===== src/design/bris_div.sv =====
// ----------------------------------------------------------------------------
// Pipelined restoring divider
// One quotient bit per stage, MSB first; a new division enters every cycle.
// ----------------------------------------------------------------------------
module bris_div #(
  parameter int NUM_W = 29,
  parameter int DIV_W = 13
) (
  input  logic             clk_i,
  input  logic [NUM_W-1:0] num_i,
  input  logic [DIV_W-1:0] div_i,
  output logic [NUM_W-1:0] quo_o
);

  logic [NUM_W-1:0] num_s [NUM_W+1];
  logic [NUM_W-1:0] quo_s [NUM_W+1];
  logic [DIV_W-1:0] rem_s [NUM_W+1];
  logic [DIV_W-1:0] div_s [NUM_W+1];

  assign num_s[0] = num_i;
  assign quo_s[0] = '0;
  assign rem_s[0] = '0;
  assign div_s[0] = div_i;

  for (genvar k = 0; k < NUM_W; k++) begin : g_stage
    logic [DIV_W:0]   trial;
    logic [DIV_W:0]   diff;
    logic             ge;
    logic [NUM_W-1:0] num_q;
    logic [NUM_W-1:0] quo_q;
    logic [DIV_W-1:0] rem_q;
    logic [DIV_W-1:0] div_q;

    // Shift in the next numerator bit and try one subtraction.
    always_comb begin
      trial = {rem_s[k], num_s[k][NUM_W-1]};
      diff  = trial - {1'b0, div_s[k]};
      ge    = (trial >= {1'b0, div_s[k]});
    end

    always_ff @(posedge clk_i) begin
      num_q <= {num_s[k][NUM_W-2:0], 1'b0};
      quo_q <= {quo_s[k][NUM_W-2:0], ge};
      rem_q <= ge ? diff[DIV_W-1:0] : trial[DIV_W-1:0];
      div_q <= div_s[k];
    end

    assign num_s[k+1] = num_q;
    assign quo_s[k+1] = quo_q;
    assign rem_s[k+1] = rem_q;
    assign div_s[k+1] = div_q;
  end

  assign quo_o = quo_s[NUM_W];

endmodule


===== config.mk =====
export PLATFORM = sky130hd
export DESIGN_NAME = bris_div
export DESIGN_NICKNAME = d
export VERILOG_FILES = /design/src/design/bris_div.sv
export SDC_FILE = /design/constraint.sdc
export NUM_CORES = 2
export LEC_CHECK = 0
export ABC_CLOCK_PERIOD_IN_PS = 3100
export BUFFER_PORTS_ARGS = -buffer_cell sky130_fd_sc_hd__buf_2
export CAP_MARGIN = 20
export CORE_UTILIZATION = 45
export CTS_CLUSTER_DIAMETER = 200
export DETAILED_ROUTE_END_ITERATION = 8
export PLACE_DENSITY = 0.64
export SLEW_MARGIN = 20
export SYNTH_ARGS = -nofsm -noshare
export SYNTH_HDL_FRONTEND = slang
export SYNTH_SLANG_ARGS = --single-unit

===== constraint.sdc =====
create_clock -name clk_i -period 3.1 [get_ports clk_i]
set_input_delay 0.62 -clock clk_i [delete_from_list [all_inputs] [get_ports clk_i]]
set_output_delay 0.62 -clock clk_i [all_outputs]
set_load 0.03 [all_outputs]

==> qor.csv <==
stage,metric,value,unit
layout,instances_no_fill,6612,
sta,drv_slew,0,
worst_setup_path,cp.arrival,3590,ps
sta,setup_slack,139,ps
drt,via_count,31328,
power_and_ir_drop,seqPwrFrac,0.406,
drt,viasPerCell,4.74,
grt,grt_max_degree,27,
die,row_count,124,
placement,gp_congestion,0.849,
cts,h-tree-depth,4,
sta,hold_violations,0,
placement,place_hpwl,65000,microns
min_path,hp-class,input pin to register,
grt,grt_util_all_layers,0.154,
synthesis,synth_seq_cells,1569,
synthesis,yosysSeqAreaShare,0.599,
placement,portBuffers,71,
sta,setup_tns,0,ps
power_and_ir_drop,pwr-share-comb,0.286,
grt,grt_pass1_vias,31358,
sta,relSlewSlack,0.425,
grt,grt_pass1_wl,150000,microns
drt,routed-wl-met3,3390,microns
drt,wl_per_cell,13.5,microns
synthesis,async_flop_share,0,
synthesis,ys_types,65,
sta,worst_hold_slack,178,ps
layout,multi_input_area,18900,sq um
drt,wl,89600,microns
drt,ant_nets,0,
placement,dp.cells,6279,
sta,rsz0062_at_grt,false,
cts,cts_tree,built,
die,chipHeight,343,microns
synthesis,synth_edf_count,0,
worst_setup_path,end_kind,register,
cts,clock_latency,750,ps
grt,gr-total-overflow,0,
power_and_ir_drop,powerDensity,1050,nW/um^2
synthesis,ys.flop_type,dfxtp_1,
sta,max_freq,338,MHz
cts,cts-buffers-inserted,160,
die,die_w,343,microns
synthesis,synthCells,4720,
layout,register_area,31400,sq um
run_status,status,finished clean,
cts,cts_root_buf,clkbuf_16,
layout,final_util,0.529,
die,core_area,115000,sq um
drt,drc_errors,0,
grt,antenna_found_initial,0,
cts,clock_sinks,1569,
placement,pre_cts_slack,33.5,ps
cts,cts.path.max_buffers,3,
sta,finalSetupViolCount,0,
drt,dr_wl_met2,42400,microns
drt,highest_layer,met4,
layout,final_cell_mix,"dfxtp_1, inv_1, ha_1, nand2_1, o21ai_0",
layout,drive_gt1_frac,0.108,
layout,final_net_count,5407,
drt,wl_met1,41700,microns
power_and_ir_drop,switching_share,0.303,
power_and_ir_drop,p_int,44.6,mW
power_and_ir_drop,p_switching,19.4,mW
synthesis,synth_area,52400,sq um
worst_setup_path,path_class,register to register,
power_and_ir_drop,irDropWorstVdd,0.639,mV
min_path,min_path_cells,3,
job,maxCapViolations,0,
drt,dr.pass1.iters,5,
sta,finalCritPeriodShare,0.955,
worst_setup_path,crit_path_max_fanout,8,
layout,layout_commonest_cell,dfxtp_1,
layout,syn2layout_area_growth,16.1,%
synthesis,yosys_warnings,0,
sta,period_needed,2960,ps
sta,worst_clock_skew,23.0,ps
sta,worst_slew_pin_slew,852,ps
power_and_ir_drop,p_clk_frac,0.308,
synthesis,syn_avg_cell_area,11.1,sq um
worst_setup_path,required,3730,ps
synthesis,syn-num-nets,5156,
layout,fill_cells,10005,
drt,dr.first_iter.drc_count,1559,
die,io_pins,72,
power_and_ir_drop,leakage,28.0,nW
worst_setup_path,start_kind,register,
die,die_area,118000,sq um
die,initial_core_util,0.456,
worst_setup_path,r2r_cells,11,
cts,clk_pin_slew,60,ps
logic make-up after synthesis:
family,after synthesis,share of synthesized area
simple gates,866,0.0776
compound gates,932,0.110
xor+xnor,253,0.0423
flops,1569,0.599
buf+inv,559,0.0408
fa+ha+maj,393,0.0977
mux,148,0.0317
state kept, by name, summed over array words and instances (netlist names):
register,cells
g_stage.div_q,364
g_stage.rem_q,364
quo_o,29
g_stage.num_q,406
g_stage.quo_q,406
area by class of cell:
cell class	count	area share
inverter	486	0.0300
tap	1512	0.0311
clock buffer	220	0.0759
antenna	1	0.0000411
sequential	1569	0.516
multi-input combinational	2592	0.311
clock inverter	70	0.0163
timing repair buffer	162	0.0196
synthesized netlist by cell type (17+ instances only):
master | count | share of area
o21ai_0 | 294 | 0.028
nor3_1 | 75 | 0.0072
a31oi_1 | 31 | 0.0037
nand3_1 | 50 | 0.0048
nor2_1 | 208 | 0.015
o21bai_1 | 34 | 0.0049
nand2b_1 | 71 | 0.0085
a21o_1 | 131 | 0.019
xor2_1 | 113 | 0.019
o31ai_1 | 21 | 0.0030
xnor2_1 | 140 | 0.023
a21boi_0 | 18 | 0.0026
nand4_1 | 44 | 0.0053
dfxtp_1 | 1569 | 0.60
nor4_1 | 17 | 0.0020
o21a_1 | 32 | 0.0046
fa_1 | 27 | 0.010
mux2i_1 | 27 | 0.0052
clkbuf_1 | 62 | 0.0044
nand2_1 | 291 | 0.021
inv_1 | 486 | 0.035
ha_1 | 366 | 0.087
nor2b_1 | 43 | 0.0051
mux2_2 | 114 | 0.024
a21oi_1 | 245 | 0.023
worst paths after layout:
kind                                       startpoint                     to  slack [ps]
worst max-delay path             g_stage[19].div_q[0]   g_stage[20].rem_q[7]         140
worst min-delay path                        num_i[28]    g_stage[0].rem_q[0]         180
worst max register to register   g_stage[19].div_q[0]   g_stage[20].rem_q[7]         140
worst min register to register  g_stage[18].quo_q[11]  g_stage[19].quo_q[12]         310
layer usage:
metal | GRT usage | vias up
met5 | 0 | -
met4 | 0.0537 | 0
met3 | 0.0313 | 183
met2 | 0.265 | 440
met1 | 0.192 | 14284
li1 | - | 16421
through the flow:
step | cell area (sq um) | total power [mW]
after floorplan | 52400 | 40.1
after global routing | 60800 | 68.4
final | 60900 | 64.1
after detailed placement | 54800 | 44.7
after global placement | 54800 | 44.3
after CTS | 60800 | 64.9
critical path, stage by stage (launching register included):
cell and delay (ps):
dfxtp_1 470, ha_1 220, inv_1 50, fa_1 400, a21oi_1 240, o221ai_1 280
a221oi_2 370, nand2_1 120, nand3_1 110, nand2_1 100, buf_4 200, mux2_2 280
repair_timing:
item                                   4_1_cts  5_1_grt
setup endpoints to repair                    0       52
hold buffers                                41        0
resized for setup                            0        4
setup buffers                                0        1
endpoints found under the hold margin       41        0
power groups by stage:
stage	combinational, mW	clock, mW	sequential, mW
3_3_place_gp	17.8	0	26.5
4_1_cts	18.3	20.4	26.1
3_5_place_dp	18.2	0	26.5
2_1_floorplan	14.2	0	25.9
5_1_grt	20.7	21.3	26.4
6_report	18.3	19.7	26.0
No activity file was read; power rests on OpenSTA's default activity.
