===== src/design/bris_pkg.sv =====
// ----------------------------------------------------------------------------
// Bilinear RGB image scaler: shared package
// Field widths, default parameter values, register indexes and pixel type.
// ----------------------------------------------------------------------------
package bris_pkg;

  // Fixed field widths of the ports.
  localparam int COORD_W = 12;
  localparam int CFG_W   = 13;
  localparam int SRC_C_W = 9;
  localparam int CH_W    = 8;

  // Default parameter values.
  localparam int SRC_WIDTH_DEF   = 384;
  localparam int SRC_HEIGHT_DEF  = 288;
  localparam int MAX_OUT_DIM_DEF = 4096;

  // Reset values of the configuration registers.
  localparam logic [CFG_W-1:0] OUT_WIDTH_RST  = 13'd384;
  localparam logic [CFG_W-1:0] OUT_HEIGHT_RST = 13'd288;

  // Alpha is constant.
  localparam logic [CH_W-1:0] ALPHA_OPAQUE = 8'hFF;

  typedef enum logic [0:0] {
    CFG_OUT_WIDTH  = 1'b0,
    CFG_OUT_HEIGHT = 1'b1
  } cfg_reg_e;

  typedef enum logic [0:0] {
    CMD_LOAD  = 1'b0,
    CMD_QUERY = 1'b1
  } cmd_e;

  typedef struct packed {
    logic [CH_W-1:0] red;
    logic [CH_W-1:0] green;
    logic [CH_W-1:0] blue;
  } pixel_t;

  // Quotient width of the position dividers, sized for the larger source dimension.
  function automatic int num_width(input int src_w, input int src_h);
    int wb;
    int hb;
    wb = $clog2(src_w);
    hb = $clog2(src_h);
    return COORD_W + ((wb > hb) ? wb : hb) + 8;
  endfunction

endpackage


===== src/design/bris_mix.sv =====
// ----------------------------------------------------------------------------
// Bilinear mixer
// Horizontal mix of both rows in the first stage, vertical mix in the second.
// ----------------------------------------------------------------------------
module bris_mix
  import bris_pkg::*;
(
  input  logic      clk_i,
  input  pixel_t    p00_i,
  input  pixel_t    p01_i,
  input  pixel_t    p10_i,
  input  pixel_t    p11_i,
  input  logic [7:0] fx_i,
  input  logic [7:0] fy_i,
  output pixel_t    pix_o
);

  // a + floor((b - a) * f / 256); the result always lies between a and b.
  function automatic logic [CH_W-1:0] lerp(input logic [CH_W-1:0] a,
                                           input logic [CH_W-1:0] b,
                                           input logic [7:0] f);
    logic signed [8:0]  d;
    logic signed [17:0] p;
    logic signed [9:0]  s;
    logic signed [9:0]  r;
    d = $signed({1'b0, b}) - $signed({1'b0, a});
    p = d * $signed({1'b0, f});
    s = 10'(p >>> 8);
    r = $signed({2'b00, a}) + s;
    return r[CH_W-1:0];
  endfunction

  pixel_t     t0_q;
  pixel_t     t1_q;
  logic [7:0] fy_q;

  // Horizontal stage.
  always_ff @(posedge clk_i) begin
    t0_q.red   <= lerp(p00_i.red,   p01_i.red,   fx_i);
    t0_q.green <= lerp(p00_i.green, p01_i.green, fx_i);
    t0_q.blue  <= lerp(p00_i.blue,  p01_i.blue,  fx_i);
    t1_q.red   <= lerp(p10_i.red,   p11_i.red,   fx_i);
    t1_q.green <= lerp(p10_i.green, p11_i.green, fx_i);
    t1_q.blue  <= lerp(p10_i.blue,  p11_i.blue,  fx_i);
    fy_q       <= fy_i;
  end

  // Vertical stage.
  always_ff @(posedge clk_i) begin
    pix_o.red   <= lerp(t0_q.red,   t1_q.red,   fy_q);
    pix_o.green <= lerp(t0_q.green, t1_q.green, fy_q);
    pix_o.blue  <= lerp(t0_q.blue,  t1_q.blue,  fy_q);
  end

endmodule


===== config.mk =====
export PLATFORM = sky130hd
export DESIGN_NAME = bris_mix
export DESIGN_NICKNAME = d
export VERILOG_FILES = /design/src/design/bris_pkg.sv /design/src/design/bris_mix.sv
export SDC_FILE = /design/constraint.sdc
export NUM_CORES = 2
export LEC_CHECK = 0
export BUFFER_PORTS_ARGS = -buffer_cell sky130_fd_sc_hd__clkbuf_2
export CORE_MARGIN = 2
export CORE_UTILIZATION = 35
export DETAILED_ROUTE_END_ITERATION = 7
export GPL_TIMING_DRIVEN = 1
export HOLD_SLACK_MARGIN = 0.15
export MAX_ROUTING_LAYER = met4
export REMOVE_ABC_BUFFERS = 1
export SETUP_SLACK_MARGIN = 0.15
export SLEW_MARGIN = 5
export SYNTH_ARGS = -nofsm -noshare
export SYNTH_HDL_FRONTEND = slang
export SYNTH_SLANG_ARGS = --single-unit

===== constraint.sdc =====
create_clock -name clk_i -period 8.1 [get_ports clk_i]
set_input_delay 0 -clock clk_i [delete_from_list [all_inputs] [get_ports clk_i]]
set_output_delay 0 -clock clk_i [all_outputs]
set_load 0.02 [all_outputs]

==> flow_summary.yaml <==
routing:
  drc_errors: 0
  dr.pass1.iters: 5
  drt_wl_total_um: 64300
  vias_per_cell: 4.55
  detail-route-antenna-nets: 0
  dr_total_vias: 20300
  wire_per_inst_um: 14.4
  first_drt_iteration_drcs: 710
critical_path:
  critical_path_depth: 32
  worst-endpoint-arrival_ps: 7730
  worst_setup_path_endpoint: "t0_q[23]"
  critPathRequiredTime_ps: 8400
  endpoint_kind: "flip-flop"
  critPathSlowestCell: "sky130_fd_sc_hd__fa_1"
  rr_startpoint: "t0_q[1]"
  timing.critical_path.fanout_max: 8
  timing.reg2reg.setup_slack_ps: 860
  reg2reg_to: "pix_o[7]"
  worst-path-buf-inv: 5
  start_kind: "primary input"
  worst_path_most_repeated_cell: "sky130_fd_sc_hd__fa_1"
  path_delay_family: "adder cells"
  worst-setup-path-type: "primary input to flip-flop"
  worst_setup_path_startpoint: "p00_i[16]"
  cp_slowest_stage_delay_ps: 570
  r2r.worst_path.cells: 31
placed_design:
  placed_cells_incl_taps: 4390
  detailed_place_hpwl_um: 54600
  io_buffer_count: 136
  gp_congestion: 0.830
clocking:
  clock_path_buffers: 2
  cts_bufs_inserted: 9
  clock-sinks: 80
  h-tree-depth: 3
  cts_tree: "built"
  clk_transition_reported_paths_ps: 70
  clockRootBuffer: "sky130_fd_sc_hd__clkbuf_16"
  clkLatencyLatePin_ps: 370
worst_hold_path:
  holdCritPathClass: "primary input to flip-flop"
  min_from: "p00_i[12]"
synthesis:
  synth_adder_area_share: 0.529
  postSynthRegisterBits: 80
  synth_compound_gate_area_share: 0.0673
  yosys.cell_types.count: 59
  postSynthCellCount: 3207
  synth_seq_area_share: 0.0568
  synthMuxAreaShare: 0
  async_s_r_ff_share_synth: 0
  main_area_contributors_after_synthesis: "sky130_fd_sc_hd__fa_1 36%, sky130_fd_sc_hd__ha_1 17%, sky130_fd_sc_hd__inv_1 10%"
  cell_area_after_technology_mapping_um2: 28200
  synthXorXnorAreaFrac: 0.0738
  synthSimpleGateAreaFrac: 0.163
  postSynth.topFlopCell: "sky130_fd_sc_hd__dfxtp_1"
  synth_edf_count: 0
  yosys_warnings: 0
  netlist.area_leader.share: 0.358
  synth_top_cell_by_area: "sky130_fd_sc_hd__fa_1"
  synth_top_family_by_area: "adder cells"
  syn_area_per_cell_um2: 8.80
sta:
  total_setup_violations_reported_at_the_end_of_the_flow: 0
  finalClockSkew_ps: 11.9
  fin_setup_tns_ps: 0
  achievable-frequency_mhz: 135
  rsz0062_at_grt: "no"
  max_slew_margin: 0.319
  worst_slew_pin_slew_ps: 1020
  final_period_minus_worst_setup_slack_ps: 7420
  timing_max_transition_violations_final: 0
  hold_viol_final: 0
  final_critical_path_share_of_the_clock_period: 0.917
global_routing:
  grt.overflow.total: 0
  grt.total_usage: 0.167
  grt_pass1_vias: 21300
  grt_pass1_wl_um: 108000
  maximum_number_of_pins_on_one_net_before_global_route_repair: 49
  number_of_antenna_violations_at_the_first_check_in_global_routing: 5
layout:
  layout.filler_cells: 8224
  syn_to_final_growth_pct: 10.6
  area_used_by_multi_input_combinational_logic_um2: 23600
  layout_commonest_cell: "sky130_fd_sc_hd__inv_1"
  ff_latch_area_um2: 1600
  layout.cells.most_common_list: "764 x sky130_fd_sc_hd__inv_1, 504 x sky130_fd_sc_hd__fa_1, 387 x sky130_fd_sc_hd__ha_1"
  nets_finish: 4393
  final_layout_size_suffix_gt1_frac: 0.0725
  final-instance-count-excl-fill: 4457
floorplan:
  floorplan.rows: 104
  design.portCount: 137
  floorplan.initialDensity: 0.352
  die-width_um: 288
  fp.coreArea_um2: 80200
  overall_die_area_um2: 82900
  chipHeight_um: 288
job:
  drv_cap: 0
run_status:
  outcome: "finished clean"
-- layer usage --
layer,track usage,routed length (um),vias to the layer above
met3,0.0129,1630,44
met2,0.276,30900,236
met4,0.0374,1000,0
met1,0.225,30800,9967
met5,-,0,-
li1,-,-,10000
-- synthesized netlist by cell type (all sizes together) (13+ instances only) --
library cell / n
a21o: 23
a21oi: 79
and2: 207
clkbuf: 53
dfxtp: 80
fa: 504
ha: 387
inv: 764
nand2: 339
nand2b: 71
nand3: 13
nor2: 102
nor2b: 105
nor3: 39
o21a: 13
o21ai: 68
o21bai: 14
o41ai: 20
xnor2: 183
xor2: 52
-- tightest hold or removal path, cell delays in order --
cell and delay (ps):
sky130_fd_sc_hd__clkbuf_2 150, sky130_fd_sc_hd__ha_1 250, sky130_fd_sc_hd__xor2_1 80
-- kinds of logic after synthesis --
group	count (synthesis)
AND/OR/NAND/NOR	913
adder cells (fa/ha/maj)	891
buffers and inverters	826
XOR/XNOR	236
flip-flops	80
AO/OA/AOI/OAI	261
-- stage by stage --
stage / cell area (um^2) / util / hold WS, ps / worst slack, ps
3_3_place_gp: 30400 / 0.379 / 104 / 596
3_5_place_dp: 30400 / 0.379 / 105 / 555
4_1_cts: 31100 / 0.388 / 153 / 390
2_1_floorplan: 28000 / - / 27.7 / 1320
5_1_grt: 31200 / 0.389 / 187 / 180
6_report: 31200 / 0.389 / 169 / 676
-- worst min-delay path by stage --
stage | cells past startpoint | slack, ps | end
finish | 3 | 170 | t0_q[12]
global route | 3 | 190 | t1_q[11]
CTS | 3 | 150 | t0_q[18]
detailed placement | 1 | 110 | fy_q[1]
global placement | 1 | 100 | fy_q[2]
floorplan | 0 | 30 | fy_q[0]
-- cell type report --
type / instances / area share
repair buffers: 233 / 0.0492
clock inverters: 4 / 0.00176
well taps: 1060 / 0.0425
diodes: 5 / 0.000401
flip-flops and latches: 80 / 0.0513
multi-input cells: 2301 / 0.755
inverters: 764 / 0.0919
clock buffers: 10 / 0.00766
-- registers in the layout (all words and copies together) (netlist names) --
| register | cells |
|---|---|
| pix_o | 24 |
| t0_q | 24 |
| t1_q | 24 |
| fy_q | 8 |
-- repair_timing --
item	in CTS	in global routing
setup buffers	0	2
hold buffers	46	0
endpoints found under the hold margin	44	0
resized for setup	0	9
endpoints found under the setup margin	0	5
Power is not shown: default switching activity piles up to over one toggle a cycle in this logic, so the estimate is an artifact.
